--- src/sv/slcd_pkg.sv ---
// shared types and constants for the sync, length and checksum deframer
package slcd_pkg;

   localparam int unsigned BYTE_W  = 8;
   localparam int unsigned POS_W   = 6;
   localparam int unsigned LEN_W   = 7;
   localparam int unsigned CSR_IDX_W = 1;

   // configuration register indexes
   localparam logic [CSR_IDX_W-1:0] CSR_SYNC_FIRST  = 1'd0;
   localparam logic [CSR_IDX_W-1:0] CSR_SYNC_SECOND = 1'd1;

   // frame handover from the receive side to the burst reader
   typedef struct packed {
      logic             start;
      logic [LEN_W-1:0] length;
   } slcd_burst_type;

endpackage

--- src/sv/slcd_ram.sv ---
// generic simple dual-port ram with registered read
module slcd_ram #(
   parameter int unsigned WIDTH  = 8,
   parameter int unsigned DEPTH  = 64,
   parameter int unsigned ADDR_W = (DEPTH > 1) ? $clog2(DEPTH) : 1
) (
   input  logic              clock,
   input  logic              wr_en,
   input  logic [ADDR_W-1:0] wr_addr,
   input  logic [WIDTH-1:0]  wr_data,
   input  logic              rd_en,
   input  logic [ADDR_W-1:0] rd_addr,
   output logic [WIDTH-1:0]  rd_data
);

   logic [WIDTH-1:0] mem_ff [DEPTH];
   logic [WIDTH-1:0] rd_data_ff;

   always_ff @(posedge clock) begin
      if (wr_en) begin
         mem_ff[wr_addr] <= wr_data;
      end
      if (rd_en) begin
         rd_data_ff <= mem_ff[rd_addr];
      end
   end

   assign rd_data = rd_data_ff;

endmodule

--- src/sv/slcd_rx.sv ---
// receive side: sync hunt, length check, payload store writes and checksums
module slcd_rx #(
   parameter int unsigned MAX_PAYLOAD = 64,
   parameter int unsigned ADDR_W      = (MAX_PAYLOAD > 1) ? $clog2(MAX_PAYLOAD) : 1
) (
   input  logic                           clock,
   input  logic                           reset,
   input  logic                           byte_valid,
   input  logic [slcd_pkg::BYTE_W-1:0]    rx_byte,
   input  logic [slcd_pkg::BYTE_W-1:0]    sync_first,
   input  logic [slcd_pkg::BYTE_W-1:0]    sync_second,
   output logic                           wr_en,
   output logic [ADDR_W-1:0]              wr_addr,
   output logic [slcd_pkg::BYTE_W-1:0]    wr_data,
   output slcd_pkg::slcd_burst_type       burst
);
   import slcd_pkg::*;

   localparam logic [2:0] PH_SYNC1 = 3'd0;
   localparam logic [2:0] PH_SYNC2 = 3'd1;
   localparam logic [2:0] PH_LEN   = 3'd2;
   localparam logic [2:0] PH_DATA  = 3'd3;
   localparam logic [2:0] PH_CK1   = 3'd4;
   localparam logic [2:0] PH_CK2   = 3'd5;

   localparam logic [BYTE_W-1:0] MAX_LEN = BYTE_W'(MAX_PAYLOAD);

   logic [2:0]        phase_ff,  phase_in;
   logic [LEN_W-1:0]  exp_len_ff, exp_len_in;
   logic [LEN_W-1:0]  count_ff,  count_in;
   logic [BYTE_W-1:0] sum_lo_ff, sum_lo_in;
   logic [BYTE_W-1:0] sum_hi_ff, sum_hi_in;
   logic [LEN_W-1:0]  count_inc;

   assign count_inc = count_ff + LEN_W'(1);

   always_comb begin
      phase_in   = phase_ff;
      exp_len_in = exp_len_ff;
      count_in   = count_ff;
      sum_lo_in  = sum_lo_ff;
      sum_hi_in  = sum_hi_ff;
      wr_en      = 1'b0;
      burst      = '0;
      if (byte_valid) begin
         unique case (phase_ff)
            PH_SYNC2: begin
               phase_in = (rx_byte == sync_second) ? PH_LEN : PH_SYNC1;
            end
            PH_LEN: begin
               if (rx_byte == '0 || rx_byte > MAX_LEN) begin
                  phase_in = PH_SYNC1;
               end else begin
                  exp_len_in = rx_byte[LEN_W-1:0];
                  count_in   = '0;
                  sum_lo_in  = rx_byte;
                  sum_hi_in  = rx_byte;
                  phase_in   = PH_DATA;
               end
            end
            PH_DATA: begin
               wr_en     = 1'b1;
               count_in  = count_inc;
               sum_lo_in = sum_lo_ff + rx_byte;
               sum_hi_in = sum_hi_ff + sum_lo_in;
               if (count_inc >= exp_len_ff) begin
                  phase_in = PH_CK1;
               end
            end
            PH_CK1: begin
               phase_in = (rx_byte == sum_lo_ff) ? PH_CK2 : PH_SYNC1;
            end
            PH_CK2: begin
               phase_in     = PH_SYNC1;
               burst.start  = (rx_byte == sum_hi_ff);
               burst.length = exp_len_ff;
            end
            default: begin
               // hunting, and any unused phase code behaves the same
               phase_in = (rx_byte == sync_first) ? PH_SYNC2 : PH_SYNC1;
            end
         endcase
      end
   end

   assign wr_addr = count_ff[ADDR_W-1:0];
   assign wr_data = rx_byte;

   always_ff @(posedge clock) begin
      if (reset) begin
         phase_ff   <= PH_SYNC1;
         exp_len_ff <= '0;
         count_ff   <= '0;
         sum_lo_ff  <= '0;
         sum_hi_ff  <= '0;
      end else begin
         phase_ff   <= phase_in;
         exp_len_ff <= exp_len_in;
         count_ff   <= count_in;
         sum_lo_ff  <= sum_lo_in;
         sum_hi_ff  <= sum_hi_in;
      end
   end

`ifndef SYNTHESIS
   a_write_in_range: assert property (@(posedge clock) disable iff (reset)
      wr_en |-> count_ff < exp_len_ff)
      else $error("payload write beyond frame length");

   a_len_in_range: assert property (@(posedge clock) disable iff (reset)
      phase_ff == PH_DATA |-> (exp_len_ff != '0 && exp_len_ff <= LEN_W'(MAX_PAYLOAD)))
      else $error("stored length out of range");

   a_start_after_ck1: assert property (@(posedge clock) disable iff (reset)
      burst.start |-> $past(phase_ff) == PH_CK1 || $past(phase_ff) == PH_CK2)
      else $error("burst start without first check byte");
`endif

endmodule

--- src/sv/slcd_tx.sv ---
// burst reader: walks the payload store and drives the result register
module slcd_tx #(
   parameter int unsigned MAX_PAYLOAD = 64,
   parameter int unsigned ADDR_W      = (MAX_PAYLOAD > 1) ? $clog2(MAX_PAYLOAD) : 1
) (
   input  logic                           clock,
   input  logic                           reset,
   input  slcd_pkg::slcd_burst_type       burst,
   output logic                           busy,
   output logic                           rd_en,
   output logic [ADDR_W-1:0]              rd_addr,
   input  logic [slcd_pkg::BYTE_W-1:0]    rd_data,
   output logic                           out_valid,
   input  logic                           out_ready,
   output logic [slcd_pkg::BYTE_W-1:0]    out_byte,
   output logic [slcd_pkg::POS_W-1:0]     out_pos,
   output logic [slcd_pkg::LEN_W-1:0]     out_len,
   output logic                           out_last
);
   import slcd_pkg::*;

   logic              active_ff,  active_in;
   logic              pending_ff, pending_in;
   logic              valid_ff,   valid_in;
   logic [LEN_W-1:0]  len_ff,     len_in;
   logic [LEN_W-1:0]  idx_ff,     idx_in;
   logic [POS_W-1:0]  pend_pos_ff, pend_pos_in;
   logic [BYTE_W-1:0] byte_ff,    byte_in;
   logic [POS_W-1:0]  pos_ff,     pos_in;
   logic [LEN_W-1:0]  len_out_ff, len_out_in;
   logic              last_ff,    last_in;
   logic [LEN_W-1:0]  idx_inc;

   assign idx_inc = idx_ff + LEN_W'(1);

   // one read in flight at a time, issued only when the result register frees up
   assign rd_en   = active_ff && !pending_ff && (!valid_ff || out_ready);
   assign rd_addr = idx_ff[ADDR_W-1:0];

   always_comb begin
      active_in   = active_ff;
      pending_in  = rd_en;
      valid_in    = valid_ff;
      len_in      = len_ff;
      idx_in      = idx_ff;
      pend_pos_in = pend_pos_ff;
      byte_in     = byte_ff;
      pos_in      = pos_ff;
      len_out_in  = len_out_ff;
      last_in     = last_ff;
      if (valid_ff && out_ready) begin
         valid_in = 1'b0;
      end
      if (pending_ff) begin
         valid_in   = 1'b1;
         byte_in    = rd_data;
         pos_in     = pend_pos_ff;
         // length travels with the item, a new frame may start while it waits
         len_out_in = len_ff;
         last_in    = (LEN_W'(pend_pos_ff) + LEN_W'(1)) == len_ff;
      end
      if (rd_en) begin
         pend_pos_in = idx_ff[POS_W-1:0];
         idx_in      = idx_inc;
         if (idx_inc == len_ff) begin
            active_in = 1'b0;
         end
      end
      if (burst.start) begin
         active_in = 1'b1;
         len_in    = burst.length;
         idx_in    = '0;
      end
   end

   always_ff @(posedge clock) begin
      if (reset) begin
         active_ff  <= 1'b0;
         pending_ff <= 1'b0;
         valid_ff   <= 1'b0;
         len_ff     <= '0;
         idx_ff     <= '0;
      end else begin
         active_ff  <= active_in;
         pending_ff <= pending_in;
         valid_ff   <= valid_in;
         len_ff     <= len_in;
         idx_ff     <= idx_in;
      end
   end

   always_ff @(posedge clock) begin
      pend_pos_ff <= pend_pos_in;
      byte_ff     <= byte_in;
      pos_ff      <= pos_in;
      len_out_ff  <= len_out_in;
      last_ff     <= last_in;
   end

   assign busy      = active_ff;
   assign out_valid = valid_ff;
   assign out_byte  = byte_ff;
   assign out_pos   = pos_ff;
   assign out_len   = len_out_ff;
   assign out_last  = last_ff;

`ifndef SYNTHESIS
   a_start_when_idle: assert property (@(posedge clock) disable iff (reset)
      burst.start |-> !active_ff)
      else $error("new burst while previous one still reading");

   a_pending_slot_free: assert property (@(posedge clock) disable iff (reset)
      pending_ff |-> !valid_ff)
      else $error("read data would overwrite an untaken result");

   a_idx_bound: assert property (@(posedge clock) disable iff (reset)
      active_ff |-> idx_ff < len_ff)
      else $error("read index past frame length");

   a_result_held: assert property (@(posedge clock) disable iff (reset)
      valid_ff && !out_ready |=> valid_ff && $stable({byte_ff, pos_ff, len_out_ff, last_ff}))
      else $error("waiting result changed before it was taken");
`endif

endmodule

--- src/sv/sync_length_checksum_deframer.sv ---
// top level of the sync, length and fletcher-style checksum deframer
//
//   channel  dir  handshake                 payload
//   req      in   req_tvalid / req_tready   req_tdata: rx_byte
//   rsp      out  rsp_tvalid / rsp_tready   rsp_tdata, rsp_tlast: payload item
//   csr      in   csr_valid / csr_ready     csr_index, csr_data: sync bytes
//
// one received byte is taken per cycle while no burst is being read out
// a frame that passes both checks is played out of the payload ram one item at a
//   time: the ram's registered read and the single result register allow only one
//   read in flight; req_tready is low from the edge that takes the second check byte
//   until the last ram read has been issued
// synchronous active-high reset clears the framing state and the burst reader;
//   the payload ram has no reset and no clearing pass
// a stalled rsp side holds the burst reader, and with it req_tready stays low
//   until the last ram read has gone; csr writes are always taken
module sync_length_checksum_deframer #(
   parameter int unsigned MAX_PAYLOAD = 64
) (
   input  logic                             clock,
   input  logic                             reset,
   // input bytes
   input  logic                             req_tvalid,
   output logic                             req_tready,
   input  logic [7:0]                       req_tdata,  // [7:0] rx_byte
   // payload items
   output logic                             rsp_tvalid,
   input  logic                             rsp_tready,
   output logic [23:0]                      rsp_tdata,  // [7:0] payload_byte,
                                                        // [13:8] byte_position,
                                                        // [20:14] frame_length,
                                                        // [23:21] zero
   output logic                             rsp_tlast,  // last
   // register writes
   input  logic                             csr_valid,
   output logic                             csr_ready,
   input  logic [slcd_pkg::CSR_IDX_W-1:0]   csr_index,
   input  logic [7:0]                       csr_data
);
   import slcd_pkg::*;

   localparam int unsigned ADDR_W = (MAX_PAYLOAD > 1) ? $clog2(MAX_PAYLOAD) : 1;

   // sync byte registers
   logic [BYTE_W-1:0] sync_first_ff,  sync_first_in;
   logic [BYTE_W-1:0] sync_second_ff, sync_second_in;

   // ram ports
   logic              wr_en;
   logic [ADDR_W-1:0] wr_addr;
   logic [BYTE_W-1:0] wr_data;
   logic              rd_en;
   logic [ADDR_W-1:0] rd_addr;
   logic [BYTE_W-1:0] rd_data;

   slcd_burst_type    burst;
   logic              busy;
   logic              req_fire;

   logic [BYTE_W-1:0] out_byte;
   logic [POS_W-1:0]  out_pos;
   logic [LEN_W-1:0]  out_len;

   assign csr_ready  = 1'b1;
   // input held off while the burst reader owns the ram's read side; the
   // receive side cannot reach a new payload write before the last read has gone
   assign req_tready = !busy;
   assign req_fire   = req_tvalid && req_tready;

   always_comb begin
      sync_first_in  = sync_first_ff;
      sync_second_in = sync_second_ff;
      if (csr_valid && csr_ready) begin
         unique case (csr_index)
            CSR_SYNC_FIRST:  sync_first_in  = csr_data;
            CSR_SYNC_SECOND: sync_second_in = csr_data;
            default: ;
         endcase
      end
   end

   always_ff @(posedge clock) begin
      if (reset) begin
         sync_first_ff  <= '0;
         sync_second_ff <= '0;
      end else begin
         sync_first_ff  <= sync_first_in;
         sync_second_ff <= sync_second_in;
      end
   end

   // framing state machine and checksums, writes payload bytes into the ram
   slcd_rx #(
      .MAX_PAYLOAD (MAX_PAYLOAD),
      .ADDR_W      (ADDR_W)
   ) u_rx (
      .clock       (clock),
      .reset       (reset),
      .byte_valid  (req_fire),
      .rx_byte     (req_tdata),
      .sync_first  (sync_first_ff),
      .sync_second (sync_second_ff),
      .wr_en       (wr_en),
      .wr_addr     (wr_addr),
      .wr_data     (wr_data),
      .burst       (burst)
   );

   // payload buffer, one byte per entry
   slcd_ram #(
      .WIDTH  (BYTE_W),
      .DEPTH  (MAX_PAYLOAD),
      .ADDR_W (ADDR_W)
   ) u_ram (
      .clock   (clock),
      .wr_en   (wr_en),
      .wr_addr (wr_addr),
      .wr_data (wr_data),
      .rd_en   (rd_en),
      .rd_addr (rd_addr),
      .rd_data (rd_data)
   );

   // reads the frame back out once both check bytes have matched
   slcd_tx #(
      .MAX_PAYLOAD (MAX_PAYLOAD),
      .ADDR_W      (ADDR_W)
   ) u_tx (
      .clock     (clock),
      .reset     (reset),
      .burst     (burst),
      .busy      (busy),
      .rd_en     (rd_en),
      .rd_addr   (rd_addr),
      .rd_data   (rd_data),
      .out_valid (rsp_tvalid),
      .out_ready (rsp_tready),
      .out_byte  (out_byte),
      .out_pos   (out_pos),
      .out_len   (out_len),
      .out_last  (rsp_tlast)
   );

   assign rsp_tdata = {3'b000, out_len, out_pos, out_byte};

`ifndef SYNTHESIS
   a_no_input_in_burst: assert property (@(posedge clock) disable iff (reset)
      busy |-> !req_fire)
      else $error("byte accepted during burst read-out");

   a_ram_ports_apart: assert property (@(posedge clock) disable iff (reset)
      !(wr_en && rd_en))
      else $error("payload write and burst read in the same cycle");

   a_burst_busy: assert property (@(posedge clock) disable iff (reset)
      burst.start |=> busy)
      else $error("matched frame did not start a burst");
`endif

endmodule

--- config.mk ---
export PLATFORM = sky130hd
export DESIGN_NAME = sync_length_checksum_deframer
export DESIGN_NICKNAME = d
export VERILOG_FILES = /design/src/sv/slcd_pkg.sv /design/src/sv/slcd_ram.sv /design/src/sv/slcd_rx.sv /design/src/sv/slcd_tx.sv /design/src/sv/sync_length_checksum_deframer.sv
export SDC_FILE = /design/constraint.sdc
export NUM_CORES = 1
export LEC_CHECK = 0
export ABC_AREA = 1
export ABC_CLOCK_PERIOD_IN_PS = 3650
export BUFFER_PORTS_ARGS = -buffer_cell sky130_fd_sc_hd__buf_2
export CAP_MARGIN = 20
export CELL_PAD_IN_SITES_DETAIL_PLACEMENT = 1
export CELL_PAD_IN_SITES_GLOBAL_PLACEMENT = 1
export CORE_MARGIN = 4
export CORE_UTILIZATION = 40
export DETAILED_ROUTE_END_ITERATION = 10
export PLACE_DENSITY = 0.67
export SLEW_MARGIN = 5
export SYNTH_ARGS = -nofsm -noshare
export SYNTH_HDL_FRONTEND = slang
export SYNTH_SLANG_ARGS = --single-unit
--- constraint.sdc ---
create_clock -name clock -period 3.65 [get_ports clock]
set_input_delay 1.095 -clock clock [delete_from_list [all_inputs] [get_ports clock]]
set_output_delay 1.095 -clock clock [all_outputs]
set_load 0.05 [all_outputs]
==> metrics.cfg <==
[timing]
period_share_pct = 83.3
rsz0062_at_grt = no
final.setup.tns_ns = 0
drv_slew = 0
setup_viol = 0
fmax_ghz = 0.329
tightest_slew_ns = 0.991
maxSlewHeadroom_pct = 33.5
finalHoldViolations = 0
fin_skew_ns = 0.0239
setup_slack_ns = 0.608
min_period_ns = 3.04

[synth]
yosys-top-cells-count = edfxtp_1, nand2_1, nor2_1, o21ai_0, o22ai_1
yosysMostFrequentCell = edfxtp_1
yosys.area.top_type = edfxtp_1
synthDistinctLibCells = 40
yosysTopAreaCellShare_pct = 63.5
ys.flop_type = edfxtp_1
syn_avg_cell_area_um2 = 11.0
yosys_register_bits = 614
ys_async_sr_fraction_pct = 0
syn_inst = 2352
synth-edff-count = 548
ys_warn_count = 0
ys_seq_area_share_pct = 68.6
syn_area_um2 = 25900
yosys-top-cells-area = edfxtp_1, nand2_1, o21ai_0, nor2_1, dfxtp_1

[global_route]
grt_pass1_vias = 19388
use_met2_pct = 36.3
grt_max_degree = 144
grt_pass1_wl_um = 115000
groute.usage.overall_pct = 21.3
grt.busiest_layer = met2
grt_util_met3_pct = 2.70
antenna_found_initial = 2
gr-total-overflow = 0
gr-usage-met1_pct = 28.2

[pwr]
irDropWorstVdd_v = 0.000333
power.density_nw_per_um2 = 496
switching_share_pct = 20.4
p_int_uw = 11700
clkPwrFrac_pct = 45.7
p_comb_share_pct = 2.1
p_sw_uw = 2990
p_leak_uw = 0.0107
power_frac_seq_pct = 52.3

[setup_path]
cp.required_ns = 4.14
cp_max_fo = 3
reg2regPathDepth = 10
criticalPathCategory = in -> reg
crit_path_end_kind = flip-flop
max_stage_delay_ns = 0.31
cpMaxStageDelayCell = ha_1
crit_top_cell = nand3_1
crit_chain = buf_2, ha_1, or2_2, and2_1, nand3_1, nand3_1, xor2_1, ha_1, nand2_1, inv_1, nand4_1, nand3_1, or2_2, nand3_1, nand2_1, inv_1, nor2_1
cp-start-kind = input pin
crit_arrival_ns = 3.54
r2r_setup_slack_ns = 0.86

[place]
io_buffers = 45
post-place-ws_ns = 0.0203
gp_congestion = 0.842
dp.final_hpwl_um = 44700

[detailed_routing]
vias_per_cell = 5.43
drc = 0
drtAntennaViolNets = 0
wire_per_inst_um = 22.4
initialDrtViolationCount = 1350
drt-total-wl_um = 74800
drt-pass1-iter-count = 5
vias = 18128

[die]
num_io_pins = 50
rows = 93
start_util_pct = 40.3
dieArea_um2 = 69000
dieWidth_um = 263
core-area_um2 = 64300
fp.dieH_um = 263

[clock_tree]
clkTransAtPathRegs_ns = 0.06
cts_resized = 0
cts_sinks = 614
postCtsSetupBuffers = 0
numCtsBuffers = 68
cts_tree = built
h-tree-depth = 3
insertion_delay_ns = 0.60
cts-root-buf = clkbuf_16
clockBufferDepth = 3
ctsHoldBuffers = 0

[cells_and_area]
nets = 2485
layout-drive-gt1-share_pct = 10.8
area_growth_pct = 14.2

[outcome]
status = finished clean

[run]
drv_cap = 0

[worst_hold_path]
min_path_type = reg -> reg
whs_path_depth = 0

==> routing by layer <==
| metal | part of all wire [%] | wire length [um] |
|---|---|---|
| met4 | 3.5 | 2650 |
| met3 | 4.6 | 3450 |
| met5 | 0 | 0 |
| met1 | 43 | 32400 |
| met2 | 49 | 36300 |
==> kinds of logic after synthesis <==
| group | count (synthesis) | share of synthesized area, % |
|---|---|---|
| simple gates | 944 | 14.7 |
| flops | 614 | 68.6 |
| compound gates | 497 | 10.2 |
| buf+inv | 232 | 3.97 |
| xor+xnor | 36 | 1.22 |
| fa+ha+maj | 27 | 1.36 |
| other cells | 2 | 0.0290 |
==> worst paths after layout <==
path / start / endpoint
worst min register to register: u_ram.rd_data[3] / u_tx.out_byte[3]
worst max register to register: u_rx.phase_ff[0] / u_ram.mem_ff[46][0]
worst min-delay path: u_ram.rd_data[3] / u_tx.out_byte[3]
worst max-delay path: req_tdata[2] / u_rx.sum_hi_ff[6]
==> flip-flops by register name, indices dropped and copies added (netlist names), 8 cells and up <==
name,count
sync_first_ff,8
sync_second_ff,8
u_ram.mem_ff,512
u_ram.rd_data,8
u_rx.sum_hi_ff,8
u_rx.sum_lo_ff,8
u_tx.out_byte,8
==> power groups by stage <==
stage | registers, uW | clock network (uW) | logic (uW)
5_1_grt | 7660 | 7150 | 337
6_report | 7670 | 6700 | 305
3_3_place_gp | 7810 | 0 | 291
3_5_place_dp | 7810 | 0 | 305
4_1_cts | 7660 | 6830 | 307
2_1_floorplan | 7810 | 0 | 135
==> cell usage in the layout, fill, tap and decap left out, types with 2 or more instances in the layout <==
| cell | synthesis | layout |
|---|---|---|
| edfxtp_1 | 548 | 548 |
| nand2_1 | 412 | 412 |
| nor2_1 | 386 | 386 |
| o21ai_0 | 291 | 291 |
| o22ai_1 | 115 | 115 |
| nand3_1 | 105 | 105 |
| buf_4 | 25 | 97 |
| inv_1 | 85 | 85 |
| clkbuf_16 | 0 | 70 |
| a21oi_1 | 69 | 69 |
| dfxtp_1 | 66 | 63 |
| buf_2 | 28 | 45 |
| ha_1 | 25 | 25 |
| xor2_1 | 24 | 24 |
| o21ai_1 | 17 | 17 |
| clkinv_1 | 2 | 15 |
| nand4_1 | 14 | 14 |
| xnor2_1 | 12 | 12 |
| clkinv_2 | 0 | 10 |
| clkbuf_1 | 68 | 10 |
| buf_12 | 0 | 8 |
| nor3_1 | 7 | 7 |
| or2_2 | 6 | 6 |
| inv_2 | 6 | 6 |
| bufinv_16 | 0 | 6 |
| inv_6 | 0 | 4 |
| nor4_1 | 4 | 4 |
| conb_1 | 2 | 4 |
| clkinvlp_4 | 0 | 3 |
| nand3_2 | 2 | 2 |
| o21a_1 | 2 | 2 |
| o21bai_1 | 2 | 2 |
| fa_1 | 2 | 2 |
| dfxtp_4 | 0 | 2 |
==> metrics by stage <==
| step | cells | util, % | hold slack (ns) | power, uW | cell area [um2] |
|---|---|---|---|---|---|
| after detailed placement | 3221 | 42.7 | 0.415 | 8120 | 27500 |
| final | 3340 | 46.0 | 0.425 | 14700 | 29600 |
| after floorplan | 2354 | - | 0.400 | 7950 | 25900 |
| after global routing | 3339 | 46.0 | 0.436 | 15200 | 29600 |
| after global placement | 3221 | 42.7 | 0.419 | 8100 | 27500 |
| after CTS | 3339 | 46.0 | 0.428 | 14800 | 29600 |
==> critical path, delay by kind of cell <==
family                     cells  cell delay [ns]
and+or+nand+nor               11             1.34
adders and majority gates      2             0.61
xor gates and xnor gates       1             0.26
buffers and inverters          3             0.23
==> final cells by class <==
class / instances / area (um2)
Fill cell: 6896 / 34700
Clock buffer: 82 / 1810
Antenna cell: 1 / 2.50
Multi-Input combinational cell: 1508 / 7130
Tap cell: 855 / 1070
Clock inverter: 36 / 337
Sequential cell: 614 / 17800
Inverter: 94 / 358
Timing Repair Buffer: 150 / 1110
Power figures use the tool's default switching activity.
